$ cat src/sv/tke_pkg.sv
`timescale 1ns / 1ps
// ----------------------------------------------------------------------------
// Key escape encoder package
// Item types, key codes and shared constants of the key escape encoder.
// ----------------------------------------------------------------------------
package tke_pkg;

  localparam int MAX_TEXT_BYTES = 4;
  localparam int SEQ_MAX        = 7;
  localparam int SEQ_LEN_W      = 3;
  localparam int QUEUE_DEPTH    = 2;

  localparam logic [7:0] KEY_UP     = 8'h80;
  localparam logic [7:0] KEY_INS    = 8'h86;
  localparam logic [7:0] KEY_F1     = 8'h8A;
  localparam logic [7:0] KEY_F5     = 8'h8E;
  localparam logic [7:0] KEY_REVTAB = 8'h96;
  localparam logic [7:0] KEY_TAB    = 8'h97;
  localparam logic [7:0] KEY_ENTER  = 8'h98;
  localparam logic [7:0] KEY_BKSP   = 8'h99;
  localparam logic [7:0] KEY_ESC    = 8'h9A;

  localparam logic [7:0] CH_ESC   = 8'h1B;
  localparam logic [7:0] CH_LBRK  = 8'h5B;
  localparam logic [7:0] CH_O     = 8'h4F;
  localparam logic [7:0] CH_SEMI  = 8'h3B;
  localparam logic [7:0] CH_TILDE = 8'h7E;
  localparam logic [7:0] CH_ONE   = 8'h31;
  localparam logic [7:0] CH_ZERO  = 8'h30;
  localparam logic [7:0] CH_Z     = 8'h5A;
  localparam logic [7:0] CH_P     = 8'h50;
  localparam logic [7:0] CH_CR    = 8'h0D;
  localparam logic [7:0] CH_TAB   = 8'h09;
  localparam logic [7:0] CH_BS    = 8'h08;
  localparam logic [7:0] CH_DEL   = 8'h7F;

  typedef struct packed {
    logic [7:0]  key_code;
    logic [2:0]  modifiers;
    logic [31:0] text_bytes;
    logic [2:0]  text_len;
  } in_item_t;

  typedef struct packed {
    logic [7:0] out_byte;
    logic       last_byte;
  } out_item_t;

  typedef struct packed {
    logic [SEQ_MAX-1:0][7:0] bytes;
    logic [SEQ_LEN_W-1:0]    len;
  } seq_t;

  typedef struct packed {
    logic valid;
    logic full;
  } qstat_t;

endpackage

$ cat src/sv/tke_front.sv
`timescale 1ns / 1ps
// ----------------------------------------------------------------------------
// Key escape encoder front end
// Classifies one key event and builds its complete byte sequence.
// ----------------------------------------------------------------------------
module tke_front (
  input  logic              app_cursor_mode,
  input  tke_pkg::in_item_t in_item,
  output tke_pkg::seq_t     seq
);
  import tke_pkg::*;

  function automatic logic [7:0] cursor_final(input logic [7:0] k);
    unique case (k[2:0])
      3'd0:    cursor_final = 8'h41;
      3'd1:    cursor_final = 8'h42;
      3'd2:    cursor_final = 8'h43;
      3'd3:    cursor_final = 8'h44;
      3'd4:    cursor_final = 8'h48;
      default: cursor_final = 8'h46;
    endcase
  endfunction

  // Upper byte is the tens digit, or zero when the code has one digit.
  function automatic logic [15:0] tilde_digits(input logic [7:0] k);
    unique case (k)
      8'h86:   tilde_digits = {8'h00, 8'h32};
      8'h87:   tilde_digits = {8'h00, 8'h33};
      8'h88:   tilde_digits = {8'h00, 8'h35};
      8'h89:   tilde_digits = {8'h00, 8'h36};
      8'h8E:   tilde_digits = {8'h31, 8'h35};
      8'h8F:   tilde_digits = {8'h31, 8'h37};
      8'h90:   tilde_digits = {8'h31, 8'h38};
      8'h91:   tilde_digits = {8'h31, 8'h39};
      8'h92:   tilde_digits = {8'h32, 8'h30};
      8'h93:   tilde_digits = {8'h32, 8'h31};
      8'h94:   tilde_digits = {8'h32, 8'h33};
      default: tilde_digits = {8'h32, 8'h34};
    endcase
  endfunction

  // Top bit flags a key that has a control code.
  function automatic logic [8:0] ctrl_code(input logic [7:0] k);
    if (k >= 8'h41 && k <= 8'h5A) begin
      ctrl_code = {1'b1, k - 8'h40};
    end else begin
      unique case (k)
        8'h20, 8'h40, 8'h32: ctrl_code = {1'b1, 8'h00};
        8'h5B, 8'h33:        ctrl_code = {1'b1, 8'h1B};
        8'h5C, 8'h34:        ctrl_code = {1'b1, 8'h1C};
        8'h5D, 8'h35:        ctrl_code = {1'b1, 8'h1D};
        8'h5E, 8'h36:        ctrl_code = {1'b1, 8'h1E};
        8'h5F, 8'h2D, 8'h37: ctrl_code = {1'b1, 8'h1F};
        8'h3F, 8'h2F, 8'h38: ctrl_code = {1'b1, 8'h7F};
        default:             ctrl_code = {1'b0, 8'h00};
      endcase
    end
  endfunction

  logic [7:0]           key;
  logic                 shift, alt, ctrl, modified;
  logic [7:0]           mod_char;
  logic [15:0]          digits;
  logic [8:0]           cc;
  logic                 text_ok;
  logic                 have_base;
  logic [SEQ_LEN_W-1:0] n;

  assign key      = in_item.key_code;
  assign shift    = in_item.modifiers[0];
  assign alt      = in_item.modifiers[1];
  assign ctrl     = in_item.modifiers[2];
  assign modified = (in_item.modifiers != 3'd0);
  assign mod_char = CH_ONE + {5'd0, in_item.modifiers};
  assign digits   = tilde_digits(key);
  assign cc       = ctrl_code(key);
  assign text_ok  = (in_item.text_len >= 3'd1) &&
                    ({29'd0, in_item.text_len} <= 32'(MAX_TEXT_BYTES));

  always_comb begin
    seq       = '0;
    n         = '0;
    have_base = (key == KEY_ENTER) || (key == KEY_BKSP) || (key == KEY_TAB) ||
                (key == KEY_ESC) || (ctrl && cc[8]) || text_ok;
    priority if ((key >= KEY_UP && key < KEY_INS) || (key >= KEY_F1 && key < KEY_F5)) begin
      seq.bytes[n] = CH_ESC; n = n + 1'b1;
      if (modified) begin
        seq.bytes[n] = CH_LBRK;  n = n + 1'b1;
        seq.bytes[n] = CH_ONE;   n = n + 1'b1;
        seq.bytes[n] = CH_SEMI;  n = n + 1'b1;
        seq.bytes[n] = mod_char; n = n + 1'b1;
      end else if (key >= KEY_F1 || app_cursor_mode) begin
        seq.bytes[n] = CH_O; n = n + 1'b1;
      end else begin
        seq.bytes[n] = CH_LBRK; n = n + 1'b1;
      end
      if (key >= KEY_F1) begin
        seq.bytes[n] = CH_P + (key - KEY_F1);
      end else begin
        seq.bytes[n] = cursor_final(key);
      end
      n = n + 1'b1;
    end else if (key >= KEY_INS && key < KEY_REVTAB) begin
      seq.bytes[n] = CH_ESC;  n = n + 1'b1;
      seq.bytes[n] = CH_LBRK; n = n + 1'b1;
      if (digits[15:8] != 8'h00) begin
        seq.bytes[n] = digits[15:8]; n = n + 1'b1;
      end
      seq.bytes[n] = digits[7:0]; n = n + 1'b1;
      if (modified) begin
        seq.bytes[n] = CH_SEMI;  n = n + 1'b1;
        seq.bytes[n] = mod_char; n = n + 1'b1;
      end
      seq.bytes[n] = CH_TILDE; n = n + 1'b1;
    end else if (key == KEY_REVTAB || (key == KEY_TAB && shift)) begin
      seq.bytes[0] = CH_ESC;
      seq.bytes[1] = CH_LBRK;
      seq.bytes[2] = CH_Z;
      n = 3'd3;
    end else if (have_base) begin
      if (alt) begin
        seq.bytes[n] = CH_ESC; n = n + 1'b1;
      end
      priority if (key == KEY_ENTER) begin
        seq.bytes[n] = CH_CR; n = n + 1'b1;
      end else if (key == KEY_BKSP) begin
        seq.bytes[n] = ctrl ? CH_BS : CH_DEL; n = n + 1'b1;
      end else if (key == KEY_TAB) begin
        seq.bytes[n] = CH_TAB; n = n + 1'b1;
      end else if (key == KEY_ESC) begin
        seq.bytes[n] = CH_ESC; n = n + 1'b1;
      end else if (ctrl && cc[8]) begin
        seq.bytes[n] = cc[7:0]; n = n + 1'b1;
      end else begin
        for (int i = 0; i < MAX_TEXT_BYTES; i++) begin
          if (3'(i) < in_item.text_len) begin
            seq.bytes[n] = in_item.text_bytes[8*i +: 8];
            n = n + 1'b1;
          end
        end
      end
    end else begin
      n = '0;
    end
    seq.len = n;
  end

endmodule

$ cat src/sv/tke_queue.sv
`timescale 1ns / 1ps
// ----------------------------------------------------------------------------
// Key escape encoder sequence queue
// Short first-in first-out queue of built sequences between front and back.
// ----------------------------------------------------------------------------
module tke_queue #(
  parameter int DEPTH = tke_pkg::QUEUE_DEPTH
) (
  input  logic           clk,
  input  logic           rst,
  input  logic           push,
  input  tke_pkg::seq_t  push_seq,
  input  logic           pop,
  output tke_pkg::seq_t  head_seq,
  output tke_pkg::qstat_t stat
);
  import tke_pkg::*;

  localparam int PTR_W = (DEPTH > 1) ? $clog2(DEPTH) : 1;
  localparam int CNT_W = $clog2(DEPTH + 1);

  seq_t             entries [DEPTH];
  logic [PTR_W-1:0] wr_ptr, rd_ptr;
  logic [CNT_W-1:0] count;

  always_ff @(posedge clk) begin
    if (push) begin
      entries[wr_ptr] <= push_seq;
    end
  end

  always_ff @(posedge clk) begin
    if (rst) begin
      wr_ptr <= '0;
      rd_ptr <= '0;
      count  <= '0;
    end else begin
      if (push) begin
        wr_ptr <= (wr_ptr == PTR_W'(DEPTH - 1)) ? '0 : wr_ptr + 1'b1;
      end
      if (pop) begin
        rd_ptr <= (rd_ptr == PTR_W'(DEPTH - 1)) ? '0 : rd_ptr + 1'b1;
      end
      if (push && !pop) begin
        count <= count + 1'b1;
      end else if (pop && !push) begin
        count <= count - 1'b1;
      end
    end
  end

  assign head_seq   = entries[rd_ptr];
  assign stat.valid = (count != '0);
  assign stat.full  = (count == CNT_W'(DEPTH));

endmodule

$ cat src/sv/tke_back.sv
`timescale 1ns / 1ps
// ----------------------------------------------------------------------------
// Key escape encoder back end
// Sends the bytes of the head sequence one at a time into the output register.
// ----------------------------------------------------------------------------
module tke_back (
  input  logic               clk,
  input  logic               rst,
  input  tke_pkg::seq_t      head_seq,
  input  tke_pkg::qstat_t    stat,
  output logic               pop,
  output logic               out_valid,
  input  logic               out_stall,
  output tke_pkg::out_item_t out_item
);
  import tke_pkg::*;

  logic [SEQ_LEN_W-1:0] idx;
  logic                 load;
  logic                 is_last;

  assign load    = stat.valid && (!out_valid || !out_stall);
  assign is_last = (idx == head_seq.len - 1'b1);
  assign pop     = load && is_last;

  always_ff @(posedge clk) begin
    if (rst) begin
      idx       <= '0;
      out_valid <= 1'b0;
    end else begin
      if (load) begin
        out_valid <= 1'b1;
        idx       <= is_last ? '0 : idx + 1'b1;
      end else if (!out_stall) begin
        out_valid <= 1'b0;
      end
    end
  end

  always_ff @(posedge clk) begin
    if (load) begin
      out_item.out_byte  <= head_seq.bytes[idx];
      out_item.last_byte <= is_last;
    end
  end

endmodule

$ cat src/sv/terminal_key_escape_encoder_core.sv
`timescale 1ns / 1ps
// ----------------------------------------------------------------------------
// Terminal key escape encoder
// Turns key events into terminal escape byte sequences, one byte per item out.
// ----------------------------------------------------------------------------
//   Channel  Direction  Handshake          Payload
//   in       input      in_valid/in_stall  tke_pkg::in_item_t (one key event)
//   out      output     out_valid/out_stall tke_pkg::out_item_t (one byte)
//   cfg      input      cfg_valid/cfg_ready cfg_data (app_cursor_mode)
//
// A key event is taken while the sequence queue has room; a key of n bytes
// (1 to 7) then leaves at one byte per cycle while the output is not
// stalled, through the single output byte register.
// Reset clears the queue, the byte counter, the output valid and the mode bit.
// A stall on the output holds the byte register; the input stalls only when
// the queue is full.
// ----------------------------------------------------------------------------
module terminal_key_escape_encoder_core #(
  parameter int QUEUE_DEPTH = tke_pkg::QUEUE_DEPTH
) (
  input  logic               clk,
  input  logic               rst,
  input  logic               in_valid,
  output logic               in_stall,
  input  tke_pkg::in_item_t  in_item,
  output logic               out_valid,
  input  logic               out_stall,
  output tke_pkg::out_item_t out_item,
  input  logic               cfg_valid,
  output logic               cfg_ready,
  input  logic               cfg_data
);
  import tke_pkg::*;

  logic   app_cursor_mode;
  seq_t   front_seq;
  seq_t   head_seq;
  qstat_t stat;
  logic   push;
  logic   pop;

  assign cfg_ready = 1'b1;

  always_ff @(posedge clk) begin
    if (rst) begin
      app_cursor_mode <= 1'b0;
    end else if (cfg_valid && cfg_ready) begin
      app_cursor_mode <= cfg_data;
    end
  end

  tke_front u_front (
    .app_cursor_mode (app_cursor_mode),
    .in_item         (in_item),
    .seq             (front_seq)
  );

  assign in_stall = stat.full;
  assign push     = in_valid && !in_stall && (front_seq.len != '0);

  tke_queue #(
    .DEPTH (QUEUE_DEPTH)
  ) u_queue (
    .clk      (clk),
    .rst      (rst),
    .push     (push),
    .push_seq (front_seq),
    .pop      (pop),
    .head_seq (head_seq),
    .stat     (stat)
  );

  tke_back u_back (
    .clk       (clk),
    .rst       (rst),
    .head_seq  (head_seq),
    .stat      (stat),
    .pop       (pop),
    .out_valid (out_valid),
    .out_stall (out_stall),
    .out_item  (out_item)
  );

  a_no_push_when_full: assert property (@(posedge clk) disable iff (rst)
    push |-> !stat.full)
    else $error("sequence pushed into a full queue");

  a_push_leaves_entry: assert property (@(posedge clk) disable iff (rst)
    push |=> stat.valid)
    else $error("pushed sequence missing from queue");

  a_pop_marks_last: assert property (@(posedge clk) disable iff (rst)
    pop |=> out_valid && out_item.last_byte)
    else $error("queue entry retired without a final byte");

  a_pop_needs_entry: assert property (@(posedge clk) disable iff (rst)
    pop |-> stat.valid)
    else $error("pop from an empty queue");

endmodule
$ cat config.mk
export PLATFORM = sky130hd
export DESIGN_NAME = terminal_key_escape_encoder_core
export DESIGN_NICKNAME = d
export VERILOG_FILES = /design/src/sv/tke_pkg.sv /design/src/sv/tke_front.sv /design/src/sv/tke_queue.sv /design/src/sv/tke_back.sv /design/src/sv/terminal_key_escape_encoder_core.sv
export SDC_FILE = /design/constraint.sdc
export NUM_CORES = 1
export LEC_CHECK = 0
export ABC_AREA = 1
export BUFFER_PORTS_ARGS = -buffer_cell sky130_fd_sc_hd__buf_2
export CORE_MARGIN = 8
export CORE_UTILIZATION = 25
export DETAILED_ROUTE_END_ITERATION = 7
export PLACE_DENSITY = 0.41
export SYNTH_ARGS = -nofsm -noshare
export SYNTH_HDL_FRONTEND = slang
export SYNTH_SLANG_ARGS = --single-unit
$ cat constraint.sdc
create_clock -name clk -period 6.7 [get_ports clk]
set_input_delay 0.67 -clock clk [delete_from_list [all_inputs] [get_ports clk]]
set_output_delay 0.67 -clock clk [all_outputs]
set_load 0.01 [all_outputs]
## Word-level counts from Yosys, hierarchy flattened

Memories as Yosys holds them, arrays and structs flattened. A register that Yosys moved wholly into a read port is not among the register bits.
Cells that the tools add are included.

- Register bits after elaboration: 18
- Bits in writable memories: 118
- Bits of input ports: 52
- Output and inout port bits: 12
- Word-level logic and storage cells: 324
- Memories: 1

Memory list:

| memory | words | width | rd ports | clocked after memory_dff | write ports | RTL line | text |
|---|---|---|---|---|---|---|---|
| u_queue.entries | 2 | 59 | 1 | 1 | 1 | tke_queue.sv:22 | `seq_t entries [DEPTH];` |

- Add/subtract/negate cells: 19
- $lt $le $gt $ge: 33
- Equal/unequal tests: 40
- Muxes and demuxes: 159
- Bitwise gates (word level): 15
- Reductions and logical operators: 49

Operators by type and width:

| operator | count |
|---|---|
| 2-to-1 mux 56 bit | 43 |
| bitwise mux 56 bit | 10 |
| demux 8 bit (select 3 bit) | 9 |
| 2-to-1 mux 8 bit | 20 |
| 2-to-1 mux 3 bit | 52 |
| case mux 14 bit (11 select lines) | 1 |
| equality test 8 bit (second input constant) | 16 |
| equality test 8 x 6 -> 1 bit (second input constant) | 11 |
| 2-to-1 mux 24 bit | 3 |
| case mux 9 bit (7 select lines) | 1 |
| equality test 8 x 7 -> 1 bit (second input constant) | 6 |
| AND 6 x 42 -> 42 bit | 1 |
| NOT 42 bit | 1 |
| bitwise OR 42 bit | 1 |
| less-than comparator 3 x 4 -> 1 bit (second input constant) | 10 |
| AND 5 x 35 -> 35 bit | 1 |
| NOT 35 bit | 1 |
| bitwise OR 35 bit | 1 |
| 2-to-1 mux 32 bit | 1 |
| adder 3 x 1 -> 3 bit (second input constant) | 10 |
| greater-or-equal comparator 3 x 1 -> 1 bit (second input constant) | 10 |
| AND 4 x 28 -> 28 bit | 1 |
| NOT 28 bit | 1 |
| bitwise OR 4 x 28 -> 28 bit | 1 |
| other kinds (44) | 103 |

## Longest topological paths before layout

- Depth after elaboration: 61
- Depth in mapped cells: 28
- Gate-level depth less buffers: 28

## Modules after synthesis

Synthesis repeated with hierarchy kept, for this count alone.

- Cells, all modules: 1226
- Area total of the unflattened synthesis: 9928.3 µm²

Modules (own cells, without submodules):

| module | instances | cells an instance | area an instance (µm²) | sequential area each (µm²) |
|---|---|---|---|---|
| tke_queue | 1 | 217 | 4529.3 | 3643.5 |
| tke_front | 1 | 831 | 4200.3 | 0.0 |
| tke_back | 1 | 164 | 1122.3 | 350.3 |
| terminal_key_escape_encoder_core | 1 | 14 | 76.3 | 20.0 |

## Least setup slack after synthesis

Ideal clock, no wire load.

- Kind: input-to-reg
- Start point: input port in_item[1] (netlist name)
- End point: memory u_queue.entries[0][0] (netlist name) (enable)
- Setup time: 0.476 ns
- Data arrival time: 5.382 ns
- Required time: 6.224 ns
- Slack: 0.842 ns
- Stages: 19
- Path buffers: 1
- Path through: nor2_1 -> nand2_1 -> clkbuf_1 -> fa_1 -> xor2_1 -> inv_1 -> nor2_2 -> nand2_1 -> o211ai_1 -> nand2_1 -> nand3_1 -> nand2_1 -> nand2_1 -> nand2_1 -> nand2_1 -> nor2_2 -> nand2_2 -> nand2_1 -> nor2_1

RTL lines:

| what | RTL line | text |
|---|---|---|
| from (decl) | terminal_key_escape_encoder_core.sv:25 | `input tke_pkg::in_item_t in_item,` |
| to (decl) | tke_queue.sv:22 |  |

## Worst setup path in the final report

- Start point: input port in_item[44] (netlist name)
- End point: memory u_queue.entries[0][0] (netlist name) (enable)

- Cells in the longest elaborated chain, start to end: 19
- Elaborated cells on any way between the ends: 88
- Classes of those cells: add/sub: 4; order compare: 8; eq/ne: 33; mux: 20; reduce/logical: 23

Ends and longest elaborated chain:

| what | RTL line | text |
|---|---|---|
| equality test 8 bit | tke_front.sv:26 | `unique case (k)` |
| case mux 14 bit (11 select lines) | tke_front.sv:26 |  |
| nonzero test 8 bit | tke_front.sv:106 | `if (digits[15:8] != 8'h00) begin` |
| 2-to-1 mux 1 bit | tke_front.sv:106 |  |
| 2-to-1 mux 3 bit | tke_front.sv:103 | `end else if (key >= KEY_INS && key < KEY_REVTAB) begin` |
| 2-to-1 mux 3 bit | tke_front.sv:85 | `priority if ((key >= KEY_UP && key < KEY_INS) \|\| (key >= KEY_F1 && key < KEY_F5)) begin` |
| adder 3 x 1 -> 3 bit | tke_front.sv:109 | `seq.bytes[n] = digits[7:0]; n = n + 1'b1;` |
| adder 3 x 1 -> 3 bit | tke_front.sv:111 | `seq.bytes[n] = CH_SEMI; n = n + 1'b1;` |
| [3 not listed] | n/a |  |
| 2-to-1 mux 3 bit | tke_front.sv:85 |  |
| adder 3 x 1 -> 3 bit | tke_front.sv:114 | `seq.bytes[n] = CH_TILDE; n = n + 1'b1;` |
| 2-to-1 mux 3 bit | tke_front.sv:103 |  |
| 2-to-1 mux 3 bit (*) | tke_front.sv:85 |  |
| nonzero test 3 bit (*) | terminal_key_escape_encoder_core.sv:59 | `assign push = in_valid && !in_stall && (front_seq.len != '0);` |
| logical AND 1 bit (*) | terminal_key_escape_encoder_core.sv:59 |  |
| 2-to-1 mux 1 bit (*) | tke_queue.sv:27 | `if (push) begin` |
| 2-to-1 mux 1 bit (implied by the code) (*) | tke_queue.sv:28 | `entries[wr_ptr] <= push_seq;` |

Every way passes the cells marked *; elsewhere a longest branch is shown, timed or not. The select of a mux whose other input is x is not followed.

==> results.md <==
* Final Power at between 3 and 4 mW
* Total Nets Final at between 1000 and 1500
* Clk_skew at ~12 ps
* Fin util at 29.12%
* H-tree depth at 4
* Clk sink count at about 140
* Synth area leaders: edfxtp_1 (40%), nand2_1 (10%), o21ai_0 (7.3%), nor2_1 (7.1%), inv_1 (4.1%)
* Worst r2r path cells at 12
* Pre-antenna DRT Iters at 7
* Syn_nets at between 1000 and 1500
* Routed len/inst at a little under 20 um
* DR vias at 8848
* P_int at around 2.0 mW
* #FFs+latches synth at 137
* Clock buffer depth at 2
* Tightest Pin Transition at roughly 1100 ps
* Setup TNS at 0 ps
* Min Tclk post-route at 4720 ps
* Clock transition at path regs at roughly 60 ps
* Post-cts sizing count at 0
* Die Area at 44840 sq um
* DP HPWL at around 28 mm
* Final WS setup at 1980 ps
* Synth-to-Final Area Change at 14.50%
* Ys Warns at 0
* FP Rows at slightly above 70
* WS Path Type: primary input to register
* Post-route clock period utilization at a little over two thirds
* Sequential share of power at 37.7%
* Post-synth top flop: edfxtp_1
* Critical Path RT at between 6000 and 7000 ps
* Mean area per synthesized cell at between 7 and 8 sq um
* Hold-fix buffers, CTS at 0
* Post-Syn Instances at between 1000 and 1500
* First-pass GRT wire length at roughly 54 mm
* Via density per instance at 4.918
* Hold path cells at 2
* Port Buf Inserts at 62
* DR iter-0 viols at 700
* Design Area, Final at 10970 sq um
* CP max FO at 29
* Register area share after synthesis at a little over two fifths
* Post-synth cell types at 60
* DRC viols at 0
* Postcts setup bufs at 0
* Final hold violation count at 0
* VDD IR max at 0.0001464 V
* Worst R2R Setup Slack at ~3600 ps
* Mapped Area at around 9600 sq um
* Die H at around 210 um
* Share of layout cells above drive strength 1 at 13.82%
* I/O pin count at 64
* Final max-slew violation count at 0
* Ys async rst share at 0%
* Latest clock arrival within the worst-skew pair at 420 ps
* Maxcap violations at 0
* Post-route ant nets at 0
* Status: finished clean
* Filler cells at approximately 4200
* DP Cell Count at 1767
* Worst hold path type: primary input to register
* Vias in the first global route at between 8000 and 9000
* Die X at about 210 um
* Startpoint Class: primary input
* TritonCTS buffer count at 17
* FMAX at about 0.21 GHz
* Logic pwr share at 32.6%
* GRT Util Overall at about 16%
* GR Overflow Total at 0
* Crit. End Element: register
* Antenna cells at 0
* Worst hold slack at roughly 440 ps
* Root Driver: clkbuf_16
* Largest net degree at the start of global routing at between 60 and 70
* Final setup violating endpoints at 0
* Non-Filler Instances at roughly 1800
* Initial antenna violation count at 0
* GP Congestion at between 0.9 and 1
* RSZ-0062 raised after global routing: false
* P_sw at 1.181 mW
* Crit path DAT at around 4800 ps
* Power share of the clock group at about 30%
* DP Area at approximately 10000 sq um
* Switching share of total power at between 30% and 40%
* CTS tree: built
* Max transition margin at 28.79%
* Final wirelength at approximately 36 mm
* Leakage at about 4.5 nW
* EDFF count, synth at roughly 130
* Synth top area share at ~40%
* Synth area leader: edfxtp_1
* Core area at 37670 sq um
* DP Worst Slack at about 1500 ps
* Pwr/cell area at 293.8 nW/um^2
* Starting density of the core at about a quarter
## area by class of cell
type | count | area, sq um | area share (%)
clock inverters | 15 | 177.7 | 1.620
well taps | 511 | 639.4 | 5.829
flip-flops and latches | 137 | 4015 | 36.61
inverters | 133 | 503.0 | 4.586
multi-input cells | 915 | 4830 | 44.03
repair buffers | 71 | 377.9 | 3.445
clock buffers | 17 | 425.4 | 3.879
## Yosys cell counts (5+ instances only)
library cell / instances
nand2_1: 261
nor2_1: 182
o21ai_0: 139
edfxtp_1: 127
inv_1: 105
a21oi_1: 41
o211ai_1: 41
clkbuf_1: 38
nand3_1: 38
ha_1: 23
inv_2: 23
o32ai_1: 16
a31oi_1: 15
o22ai_1: 15
nor2_2: 14
a211oi_1: 13
nor3_1: 13
dfxtp_1: 10
or2_2: 10
xor2_1: 10
buf_2: 9
nand4_1: 9
a32o_1: 7
nand2_2: 7
o221ai_1: 5
## logic make-up (layout without fill, tap and decap cells)
family,after synthesis,in the layout,synth area share [%]
AOI/OAI and AO/OA,320,320,20.59
xor gates and xnor gates,13,13,1.189
buffers and inverters,187,236,7.759
and+or+nand+nor,553,553,24.90
other,1,1,0.03915
DFF,137,137,41.90
adders and majority gates,24,24,3.213
muxes,4,4,0.4180
## metal layers
| metal | track usage, % | up-vias | wire, um |
|---|---|---|---|
| li1 | - | 4370 | - |
| met1 | 21.58 | 4238 | 17050 |
| met2 | 25.56 | 203 | 16650 |
| met3 | 1.671 | 37 | 1050 |
| met4 | 5.679 | 0 | 954 |
| met5 | 0 | - | 0 |
## path summary, 6_finish.rpt
path,startpoint,endpoint
worst max-delay path,in_item[44],u_queue.entries[0][0]$_DFFE_PP_
worst min-delay path,cfg_valid,app_cursor_mode$_SDFFE_PP0P_
worst max register to register,register,u_queue.count[1]$_SDFFE_PP0P_
worst min register to register,u_back.out_valid$_SDFFE_PP0P_,u_back.out_valid$_SDFFE_PP0P_
## layout by cell type (no fill, tap or decap), types with 4 or more instances in the layout
cell,n
clkbuf_16,17
nand3_1,38
nand4_1,9
o21ai_0,139
inv_1,104
a211oi_1,13
ha_1,23
xor2_1,10
a31oi_1,15
inv_6,9
o32ai_1,16
a21oi_1,41
a32o_1,7
o22ai_1,15
nor3_1,13
nor2_4,5
dfxtp_1,9
nand2_1,261
nand2_2,7
inv_2,24
o211ai_1,41
nor2_1,181
o21ai_1,4
mux2i_1,4
buf_4,9
nor2_2,14
buf_2,62
or2_2,10
o221ai_1,5
edfxtp_1,127
## power groups by stage
stage                     registers, mW  logic [mW]  clock network, mW
after floorplan                    1.25       0.666                  0
final                              1.22        1.05              0.955
after CTS                          1.22        1.07              0.974
after global routing               1.23        1.18               1.01
after global placement             1.23        1.07                  0
after detailed placement           1.23        1.07                  0
## worst max-delay path, stage by stage
cell,delay (ps)
buf_2,130
inv_1,110
ha_1,250
inv_1,100
nor2_1,80
inv_2,110
nor2_1,50
nor2_1,80
nand2_1,230
nand2_1,140
nand2_1,340
inv_1,630
nor2_1,120
inv_1,270
nand2_1,170
nand2_2,130
nand2_1,110
nor2_4,680
buf_4,390
## state kept, by name, indices dropped and copies added, names as in the netlist, named ones only
signal and cells:
u_queue.entries 118, u_back.out_item 9, u_back.idx 3, u_queue.count 2
app_cursor_mode 1, u_back.out_valid 1, u_queue.rd_ptr 1, u_queue.wr_ptr 1
(Power assumes the default switching activity.)
